<file path="config.mk">
export PLATFORM = sky130hd
export DESIGN_NAME = fifo_with_overflow_halt
export DESIGN_NICKNAME = d
export VERILOG_FILES = /design/src/rtl/fwoh_pkg.sv /design/src/rtl/fwoh_core.sv /design/src/rtl/fwoh_skid.sv /design/src/rtl/fifo_with_overflow_halt.sv
export SDC_FILE = /design/constraint.sdc
export NUM_CORES = 2
export LEC_CHECK = 0
export BUFFER_PORTS_ARGS = -buffer_cell sky130_fd_sc_hd__buf_2
export CAP_MARGIN = 20
export CORE_UTILIZATION = 45
export DETAILED_ROUTE_END_ITERATION = 8
export SYNTH_ARGS = -nofsm -noshare
export SYNTH_HDL_FRONTEND = slang
export SYNTH_SLANG_ARGS = --single-unit
</file>
<file path="constraint.sdc">
create_clock -name aclk -period 7.4 [get_ports aclk]
set_clock_uncertainty 0.05 [all_clocks]
set_input_delay 0.37 -clock aclk [delete_from_list [all_inputs] [get_ports aclk]]
set_output_delay 0.37 -clock aclk [all_outputs]
set_load 0.1 [all_outputs]
</file>
<file path="src/rtl/fwoh_pkg.sv">
// Shared types and constants for the word FIFO with overflow halt.
// No dependencies; used by fwoh_core, fwoh_skid and fifo_with_overflow_halt.
package fwoh_pkg;

    localparam int MAX_VISIBLE_DEF = 32;
    localparam int SPILL_DEPTH_DEF = 32;
    localparam logic [5:0] DEPTH_RESET = 6'd32;

    typedef enum logic [1:0] {
        REQ_PUSH  = 2'd0,
        REQ_POP   = 2'd1,
        REQ_PEEK  = 2'd2,
        REQ_CLEAR = 2'd3
    } req_t;

    // packed so that read_word sits in the low bits
    typedef struct packed {
        logic [5:0]  peak_spill;
        logic [6:0]  fill_level;
        logic        push_dropped;
        logic        dest_release;
        logic        dest_halt;
        logic        empty_retry;
        logic        source_release;
        logic        source_halt;
        logic [31:0] read_word;
    } result_t;

endpackage

</file>
<file path="src/rtl/fwoh_core.sv">
// Request engine: ring store, pointers, halt flags, result register.
// Depends on fwoh_pkg.
module fwoh_core #(
    parameter int MAX_VISIBLE = fwoh_pkg::MAX_VISIBLE_DEF,
    parameter int SPILL_DEPTH = fwoh_pkg::SPILL_DEPTH_DEF
) (
    input  logic             aclk,
    input  logic             aresetn,
    input  logic             in_valid,
    output logic             in_ready,
    input  fwoh_pkg::req_t   in_req,
    input  logic [31:0]      in_word,
    input  logic [5:0]       in_offset,
    input  logic             cfg_valid,
    input  logic [5:0]       cfg_data,
    output logic             res_valid,
    input  logic             res_ready,
    output fwoh_pkg::result_t res
);

    localparam int RING = MAX_VISIBLE + SPILL_DEPTH;
    localparam int AW   = $clog2(RING);
    localparam int CW   = $clog2(RING + 1);
    localparam int PKW  = $clog2(SPILL_DEPTH + 1);

    logic [31:0]   ring_mem [RING];

    logic [AW-1:0]  head_reg, head_next;
    logic [CW-1:0]  count_reg, count_next;
    logic           src_halt_reg, src_halt_next;
    logic           dst_halt_reg, dst_halt_next;
    logic [PKW-1:0] peak_reg, peak_next;
    logic [5:0]     depth_reg;
    logic           res_valid_reg;
    fwoh_pkg::result_t res_reg, res_next;
    logic [31:0]    rd_word_reg;

    logic [CW-1:0]  depth_eff;
    logic [CW-1:0]  spill;
    logic           wr_en, rd_en;
    logic [AW-1:0]  wr_addr, rd_addr;
    logic           accept;

    // (head + off) mod RING; head is below RING and off is at most RING
    function automatic logic [AW-1:0] ring_pos(input logic [AW-1:0] head,
                                               input logic [CW-1:0] off);
        logic [CW:0] sum;
        sum = (CW+1)'(head) + (CW+1)'(off);
        if (sum >= (CW+1)'(RING)) sum = sum - (CW+1)'(RING);
        return sum[AW-1:0];
    endfunction

    assign in_ready  = !res_valid_reg || res_ready;
    assign accept    = in_valid && in_ready;
    assign res_valid = res_valid_reg;

    // flags from the result register, read word from the registered ring read
    always_comb begin
        res           = res_reg;
        res.read_word = rd_word_reg;
    end

    // zero acts as one, anything above the visible limit is clamped
    always_comb begin
        if (depth_reg == 6'd0) begin
            depth_eff = CW'(1);
        end else if (32'(depth_reg) > 32'(MAX_VISIBLE)) begin
            depth_eff = CW'(MAX_VISIBLE);
        end else begin
            depth_eff = CW'(depth_reg);
        end
    end

    assign spill = count_reg + CW'(1) - depth_eff;

    always_comb begin
        res_next      = '0;
        head_next     = head_reg;
        count_next    = count_reg;
        src_halt_next = src_halt_reg;
        dst_halt_next = dst_halt_reg;
        peak_next     = peak_reg;
        wr_en         = 1'b0;
        rd_en         = 1'b0;
        wr_addr       = ring_pos(head_reg, count_reg);
        rd_addr       = ring_pos(head_reg, '0);
        unique case (in_req)
            fwoh_pkg::REQ_PUSH: begin
                if (count_reg >= depth_eff) begin
                    if (32'(count_reg) >= 32'(depth_eff) + 32'(SPILL_DEPTH)) begin
                        res_next.push_dropped = 1'b1;
                    end else begin
                        wr_en      = 1'b1;
                        count_next = count_reg + CW'(1);
                        if (32'(spill) > 32'(peak_reg)) peak_next = PKW'(spill);
                        if (!src_halt_reg) begin
                            src_halt_next        = 1'b1;
                            res_next.source_halt = 1'b1;
                        end
                    end
                end else begin
                    wr_en      = 1'b1;
                    count_next = count_reg + CW'(1);
                    if (dst_halt_reg) begin
                        dst_halt_next         = 1'b0;
                        res_next.dest_release = 1'b1;
                    end
                end
            end
            fwoh_pkg::REQ_POP: begin
                if (count_reg == '0) begin
                    res_next.empty_retry = 1'b1;
                    if (!dst_halt_reg) begin
                        dst_halt_next      = 1'b1;
                        res_next.dest_halt = 1'b1;
                    end
                end else begin
                    rd_en      = 1'b1;
                    head_next  = ring_pos(head_reg, CW'(1));
                    count_next = count_reg - CW'(1);
                    if (count_reg > depth_eff && count_next <= depth_eff
                        && src_halt_reg) begin
                        src_halt_next           = 1'b0;
                        res_next.source_release = 1'b1;
                    end
                end
            end
            fwoh_pkg::REQ_PEEK: begin
                if (32'(in_offset) < 32'(count_reg)) begin
                    rd_en   = 1'b1;
                    rd_addr = ring_pos(head_reg, CW'(in_offset));
                end
            end
            fwoh_pkg::REQ_CLEAR: begin
                head_next     = '0;
                count_next    = '0;
                dst_halt_next = 1'b0;
                if (src_halt_reg) begin
                    src_halt_next           = 1'b0;
                    res_next.source_release = 1'b1;
                end
            end
            default: ;
        endcase
        res_next.fill_level = 7'(count_next);
        res_next.peak_spill = 6'(peak_next);
    end

    always_ff @(posedge aclk) begin
        if (!aresetn) begin
            head_reg      <= '0;
            count_reg     <= '0;
            src_halt_reg  <= 1'b0;
            dst_halt_reg  <= 1'b0;
            peak_reg      <= '0;
            depth_reg     <= fwoh_pkg::DEPTH_RESET;
            res_valid_reg <= 1'b0;
        end else begin
            if (cfg_valid) begin
                depth_reg    <= cfg_data;
                head_reg     <= '0;
                count_reg    <= '0;
                src_halt_reg <= 1'b0;
                dst_halt_reg <= 1'b0;
            end else if (accept) begin
                head_reg     <= head_next;
                count_reg    <= count_next;
                src_halt_reg <= src_halt_next;
                dst_halt_reg <= dst_halt_next;
                peak_reg     <= peak_next;
            end
            if (accept) begin
                res_valid_reg <= 1'b1;
            end else if (res_ready) begin
                res_valid_reg <= 1'b0;
            end
        end
    end

    // ring store with registered read, data lands beside the result register
    always_ff @(posedge aclk) begin
        if (accept && wr_en) begin
            ring_mem[wr_addr] <= in_word;
        end
        if (accept) begin
            res_reg     <= res_next;
            rd_word_reg <= rd_en ? ring_mem[rd_addr] : 32'd0;
        end
    end

`ifndef ASSERT_OFF
    a_count_bound: assert property (@(posedge aclk) disable iff (!aresetn)
        32'(count_reg) <= 32'(RING))
        else $error("fill count beyond ring size");

    a_src_halt_spill: assert property (@(posedge aclk) disable iff (!aresetn)
        src_halt_reg |-> (count_reg > depth_eff))
        else $error("source halted without overflow contents");

    a_dst_halt_empty: assert property (@(posedge aclk) disable iff (!aresetn)
        dst_halt_reg |-> (count_reg == '0))
        else $error("destination halted while words are held");

    a_empty_pop: assert property (@(posedge aclk) disable iff (!aresetn)
        (accept && !cfg_valid && in_req == fwoh_pkg::REQ_POP && count_reg == '0)
        |=> (res_valid && res.empty_retry && res.read_word == 32'd0))
        else $error("pop from empty did not report retry");
`endif

endmodule

</file>
<file path="src/rtl/fwoh_skid.sv">
// Two-entry output buffer so the engine keeps taking requests under stall.
// Depends on fwoh_pkg.
module fwoh_skid (
    input  logic              aclk,
    input  logic              aresetn,
    input  logic              in_valid,
    output logic              in_ready,
    input  fwoh_pkg::result_t in_data,
    output logic              out_valid,
    input  logic              out_ready,
    output fwoh_pkg::result_t out_data
);

    logic              out_valid_reg;
    logic              skid_valid_reg;
    fwoh_pkg::result_t out_data_reg;
    fwoh_pkg::result_t skid_data_reg;
    logic              in_fire;

    assign in_ready  = !skid_valid_reg;
    assign in_fire   = in_valid && !skid_valid_reg;
    assign out_valid = out_valid_reg;
    assign out_data  = out_data_reg;

    always_ff @(posedge aclk) begin
        if (!aresetn) begin
            out_valid_reg  <= 1'b0;
            skid_valid_reg <= 1'b0;
        end else if (!out_valid_reg || out_ready) begin
            if (skid_valid_reg) begin
                out_valid_reg  <= 1'b1;
                skid_valid_reg <= 1'b0;
            end else begin
                out_valid_reg  <= in_fire;
            end
        end else if (in_fire) begin
            skid_valid_reg <= 1'b1;
        end
    end

    always_ff @(posedge aclk) begin
        if (!out_valid_reg || out_ready) begin
            out_data_reg <= skid_valid_reg ? skid_data_reg : in_data;
        end else if (in_fire) begin
            skid_data_reg <= in_data;
        end
    end

`ifndef ASSERT_OFF
    a_skid_order: assert property (@(posedge aclk) disable iff (!aresetn)
        skid_valid_reg |-> out_valid_reg)
        else $error("skid entry held while output slot empty");

    a_out_hold: assert property (@(posedge aclk) disable iff (!aresetn)
        (out_valid && !out_ready) |=> out_valid)
        else $error("output word dropped while stalled");

    a_out_stable: assert property (@(posedge aclk) disable iff (!aresetn)
        (out_valid && !out_ready) |=> $stable(out_data))
        else $error("output word changed while stalled");
`endif

endmodule

</file>
<file path="src/rtl/fifo_with_overflow_halt.sv">
// Top level of the word FIFO with overflow halt.
// Depends on fwoh_pkg, fwoh_core and fwoh_skid.
//
// Usage:
//   s_ channel carries requests: s_tuser is the request kind (push, pop,
//   peek, clear), s_tdata the push word and peek offset.
//   m_ channel returns exactly one result word per request: the read word,
//   one-shot halt/release/retry/drop flags, the fill level and the peak
//   overflow level.
//   cfg channel writes the visible depth (1..32, 0 acts as 1); a write
//   empties the store and drops both halts, keeps the peak, and gives no
//   result. Write it only while no request is in flight. cfg_ready is
//   always high.
// Result path: the ring read lands in the engine result register and is
//   then moved into the output register of the skid buffer.
// Throughput: one request per cycle while s_tready is high; a stored push, a pop
//   from a non-empty store and a clear move the ring pointers as they are accepted.
// Stall: three results are buffered (engine result register, output
//   register and skid entry); s_tready drops once all three are held and
//   m_tready stays low.
// Reset: store empty, halts and peak zero, depth 32; no clearing pass is
//   needed because only entries below the fill level are ever read.
module fifo_with_overflow_halt #(
    parameter int MAX_VISIBLE = fwoh_pkg::MAX_VISIBLE_DEF,
    parameter int SPILL_DEPTH = fwoh_pkg::SPILL_DEPTH_DEF
) (
    input  logic        aclk,
    input  logic        aresetn,
    input  logic        s_tvalid,
    output logic        s_tready,
    input  logic [39:0] s_tdata,   // [31:0] push_word, [37:32] peek_offset, [39:38] zero
    input  logic [1:0]  s_tuser,   // [1:0] req_type
    output logic        m_tvalid,
    input  logic        m_tready,
    output logic [55:0] m_tdata,   // [31:0] read_word, [32] source_halt,
                                   // [33] source_release, [34] empty_retry,
                                   // [35] dest_halt, [36] dest_release,
                                   // [37] push_dropped, [44:38] fill_level,
                                   // [50:45] peak_spill, [55:51] zero
    input  logic        cfg_valid,
    output logic        cfg_ready,
    input  logic [5:0]  cfg_data   // [5:0] visible_depth
);

    fwoh_pkg::result_t core_res;
    fwoh_pkg::result_t out_res;
    fwoh_pkg::req_t    req;
    logic              core_valid;
    logic              core_ready;

    // the depth register never pushes back
    assign cfg_ready = 1'b1;

    assign req = fwoh_pkg::req_t'(s_tuser);

    fwoh_core #(
        .MAX_VISIBLE (MAX_VISIBLE),
        .SPILL_DEPTH (SPILL_DEPTH)
    ) u_core (
        .aclk      (aclk),
        .aresetn   (aresetn),
        .in_valid  (s_tvalid),
        .in_ready  (s_tready),
        .in_req    (req),
        .in_word   (s_tdata[31:0]),
        .in_offset (s_tdata[37:32]),
        .cfg_valid (cfg_valid),
        .cfg_data  (cfg_data),
        .res_valid (core_valid),
        .res_ready (core_ready),
        .res       (core_res)
    );

    fwoh_skid u_skid (
        .aclk      (aclk),
        .aresetn   (aresetn),
        .in_valid  (core_valid),
        .in_ready  (core_ready),
        .in_data   (core_res),
        .out_valid (m_tvalid),
        .out_ready (m_tready),
        .out_data  (out_res)
    );

    // result struct is already laid out low field first
    assign m_tdata = {5'd0, out_res};

endmodule
</file>
==> results.ini <==
[status]
status=complete, no violations

[clock_tree]
cts_buffers=221
clock_sinks=2231
cts_tree=built
insertion_delay_ns=0.87
clockBufferDepth=3
htree_num_levels=4
path_clk_slew_ns=0.06
cts-root-buf=clkbuf_16

[global_routing]
grt_use_met3_pct=5.01
antenna_found_initial=20
grt.busiest_layer=met2
grt.met1_usage_pct=36.0
grt_max_degree=177
overflow=0
grt_usage_pct=25.4
grt_pass1_wl_mm=370
gr-usage-met2_pct=39.8
grt_pass1_vias=52500

[finish]
fin_cells=8982
fin_area_mm2=0.101
largest_reg_flops=2048
syn_to_final_growth_pct=13.0
drive_gt1_share_pct=12.8
fin_nets=6255

[routing]
ant_nets=0
drc=0
vias=55000
drtPass1Iterations=6
drtIter0Drc=6850
routedWlPerCell_um=28.7
avgViaCountPerCell=6.13
finalWirelength_mm=258

[power_and_ir_drop]
internal_power_mw=20.2
seq_power_share_pct=53.3
swShare_pct=22.9
p_comb_share_pct=5.9
p_switching_mw=6.00
ir_drop_v=0.000268
power_leakage_nw=34.1
pwr-share-clk_pct=40.8
power_density_mw_per_mm2=259

[timing]
layout_min_cycle_time_ns=5.80
timing.final.max_slew_violations=0
hold_violations=0
slew_headroom_pct=21.6
max_freq_mhz=172
rsz0062_at_grt=false
setup_viol=0
tightest_slew_ns=1.17
tns_ns=0
period_share_pct=78.4

[synthesis]
ys_warn_count=0
synthDistinctLibCells=81
synth_flop_cell=edfxtp_1
async_reset_ff_share_pct=0
netlist_area_mm2=0.0897
synthCells=6018
synth-edff-count=2201
avgSynthCellArea_um2=14.9
ys_seq_elements=2231
synth-seq-area-share_pct=74.4

[critical_path]
path_cells=inv_1 -> ha_1 -> nor2b_2 -> nand3_1 -> o2111a_2 -> mux2_8 -> buf_12 -> a211oi_1 -> a311oi_1 -> nor3_1 -> or4_1 -> o22ai_1
path_buf_inv=2
critPathMaxStageDelay_ns=0.74
startpoint=u_core.count_reg[5]$_SDFFE_PP0P_
start_kind=flop
cp_slowest_cell=mux2_8
crit_type=reg2reg
worstPathRequired_ns=7.94
reg2reg_setup_slack_ns=1.60
rr_endpoint=u_core.rd_word_reg[3]$_SDFFCE_PN0P_
r2r-start=u_core.count_reg[5]$_SDFFE_PP0P_
path_delay_family=compound AO/OA/AOI/OAI gates
worstRegToRegCells=12
crit_arrival_ns=6.35
cp-end-kind=flop
cp_max_fo=176

[hold_path]
worstHoldStart=cfg_valid
hold_path.class=in2reg
hold_depth=4
min_to=u_core.src_halt_reg$_SDFFE_PP0P_

[floorplanning]
core_area_mm2=0.198
pin_count=112
initial_utilization_pct=45.4
die_h_um=448
num_rows=163
dieArea_mm2=0.201
die_x_um=448

[place]
dp.cells=8523
port_buffers=103
gp_congestion=0.857
post_dp_cell_area_mm2=0.0938
place_hpwl_mm=142

[job]
maxCapViolations=0

## synth_stat cells (65+ instances only)
| cell | instances | area [um2] |
|---|---|---|
| and3_1 | 255 | 1600 |
| a211oi_1 | 243 | 1820 |
| a311oi_1 | 197 | 1730 |
| a21oi_1 | 259 | 1300 |
| nand2_1 | 1038 | 3900 |
| clkbuf_1 | 211 | 792 |
| buf_2 | 156 | 781 |
| mux2i_1 | 224 | 2240 |
| edfxtp_1 | 2201 | 66100 |
| nor2_1 | 103 | 387 |
| nor3_1 | 91 | 455 |
| nand3_1 | 170 | 851 |
| o22ai_1 | 65 | 407 |
| mux2_2 | 86 | 968 |
## per-stage QoR
stage          util [%]  power [mW]  setup slack [ns]  hold WS (ns)
2_1_floorplan         -        15.1             0.547         0.372
3_3_place_gp       47.5        15.7              1.78         0.381
3_5_place_dp       47.5        15.7              1.73         0.384
4_1_cts            51.1        26.3              1.69        0.0134
5_1_grt            51.2        26.9              1.32        0.0847
6_report           51.3        26.2              1.60        0.0860
## layout by cell type, fill, tap and decap left out, types with 14 or more instances in the layout
cell type      netlist  layout
nor2_4               0      64
a211oi_1           243     243
inv_1               28      27
a221oi_1            21      21
nand3_1            170     170
o41ai_1             39      39
nand2_1           1038    1036
mux2i_1            224     220
or4_1               19      19
and3_1             255     255
buf_2              156     105
a2111oi_0           20      19
o32a_1              15      15
xnor2_1             18      17
clkinv_1             1      58
a311oi_1           197     197
mux4_2              20      20
edfxtp_1          2201    2201
a21oi_1            259     259
nor3_1              91      91
o21ai_0             61      61
o211ai_1            14      14
dlygate4sd3_1        0      33
nor4_1              27      26
dfxtp_1             30      29
nor2_1             103      38
clkinv_2             0      44
o22ai_1             65      65
buf_4               33     165
mux2_2              86      83
o221ai_1            57      57
clkbuf_16            0     221
buf_12               0      35
clkbuf_1           211      53
a31oi_1             48      48
ha_1                48      48
## area by class of cell
class	count	area (um2)
Inverter	29	109
Clock inverter	134	1140
Fill cell	16300	96300
Timing Repair Buffer	340	2850
Clock buffer	274	5730
Tap cell	2640	3300
Multi-Input combinational cell	3328	21400
Sequential cell	2231	66700
Antenna cell	6	15.0
## worst max-delay path by stage
stage               cells past startpoint  slack (ns)                              endpoint
floorplan                               2        0.55     u_skid.skid_data_reg[0]$_DFFE_PP_
global placement                       12        1.78  u_core.rd_word_reg[18]$_SDFFCE_PN0P_
detailed placement                     12        1.73   u_core.rd_word_reg[3]$_SDFFCE_PN0P_
CTS                                    12        1.69   u_core.rd_word_reg[3]$_SDFFCE_PN0P_
global route                           12        1.32  u_core.rd_word_reg[28]$_SDFFCE_PN0P_
finish                                 12        1.60   u_core.rd_word_reg[3]$_SDFFCE_PN0P_
## what timing repair did
item | in CTS | in global routing
buffers inserted | 0 | 0
hold buffers | 22 | 11
endpoints found under the hold margin | 15 | 104
gates resized for setup | 0 | 0
## routing by layer
metal	vias up	wire length, um	share of wire (%)
met3	415	25000	9.7
li1	23800	-	-
met5	-	66	0.026
met4	10	6540	2.5
met1	28100	107000	41
met2	2754	120000	46
## worst register-to-register path, stage by stage, from the launching register on
cell and delay, ns:
dfxtp_1 0.57, inv_1 0.19, ha_1 0.31, nor2b_2 0.22
nand3_1 0.22, o2111a_2 0.51, mux2_8 0.74, buf_12 0.59
a211oi_1 0.41, a311oi_1 0.47, nor3_1 0.10, or4_1 0.71
o22ai_1 0.44
## power by group through the flow
stage / clock [mW] / combinational [mW] / sequential, mW
2_1_floorplan: 0 / 0.760 / 14.4
6_report: 10.7 / 1.54 / 14.0
5_1_grt: 11.3 / 1.64 / 14.0
3_3_place_gp: 0 / 1.47 / 14.2
4_1_cts: 10.8 / 1.50 / 14.0
3_5_place_dp: 0 / 1.49 / 14.2
## kinds of logic after synthesis
| kind of cell | after synthesis | share of synthesized area, % |
|---|---|---|
| muxes | 335 | 4.17 |
| other | 2 | 0.00838 |
| adders and majority gates | 51 | 0.737 |
| buffers and inverters | 463 | 2.44 |
| and+or+nand+nor | 1756 | 8.77 |
| xor gates and xnor gates | 31 | 0.303 |
| AOI/OAI and AO/OA | 1149 | 9.19 |
| DFF | 2231 | 74.4 |
Note: power is estimated with default switching activity, not from simulation.
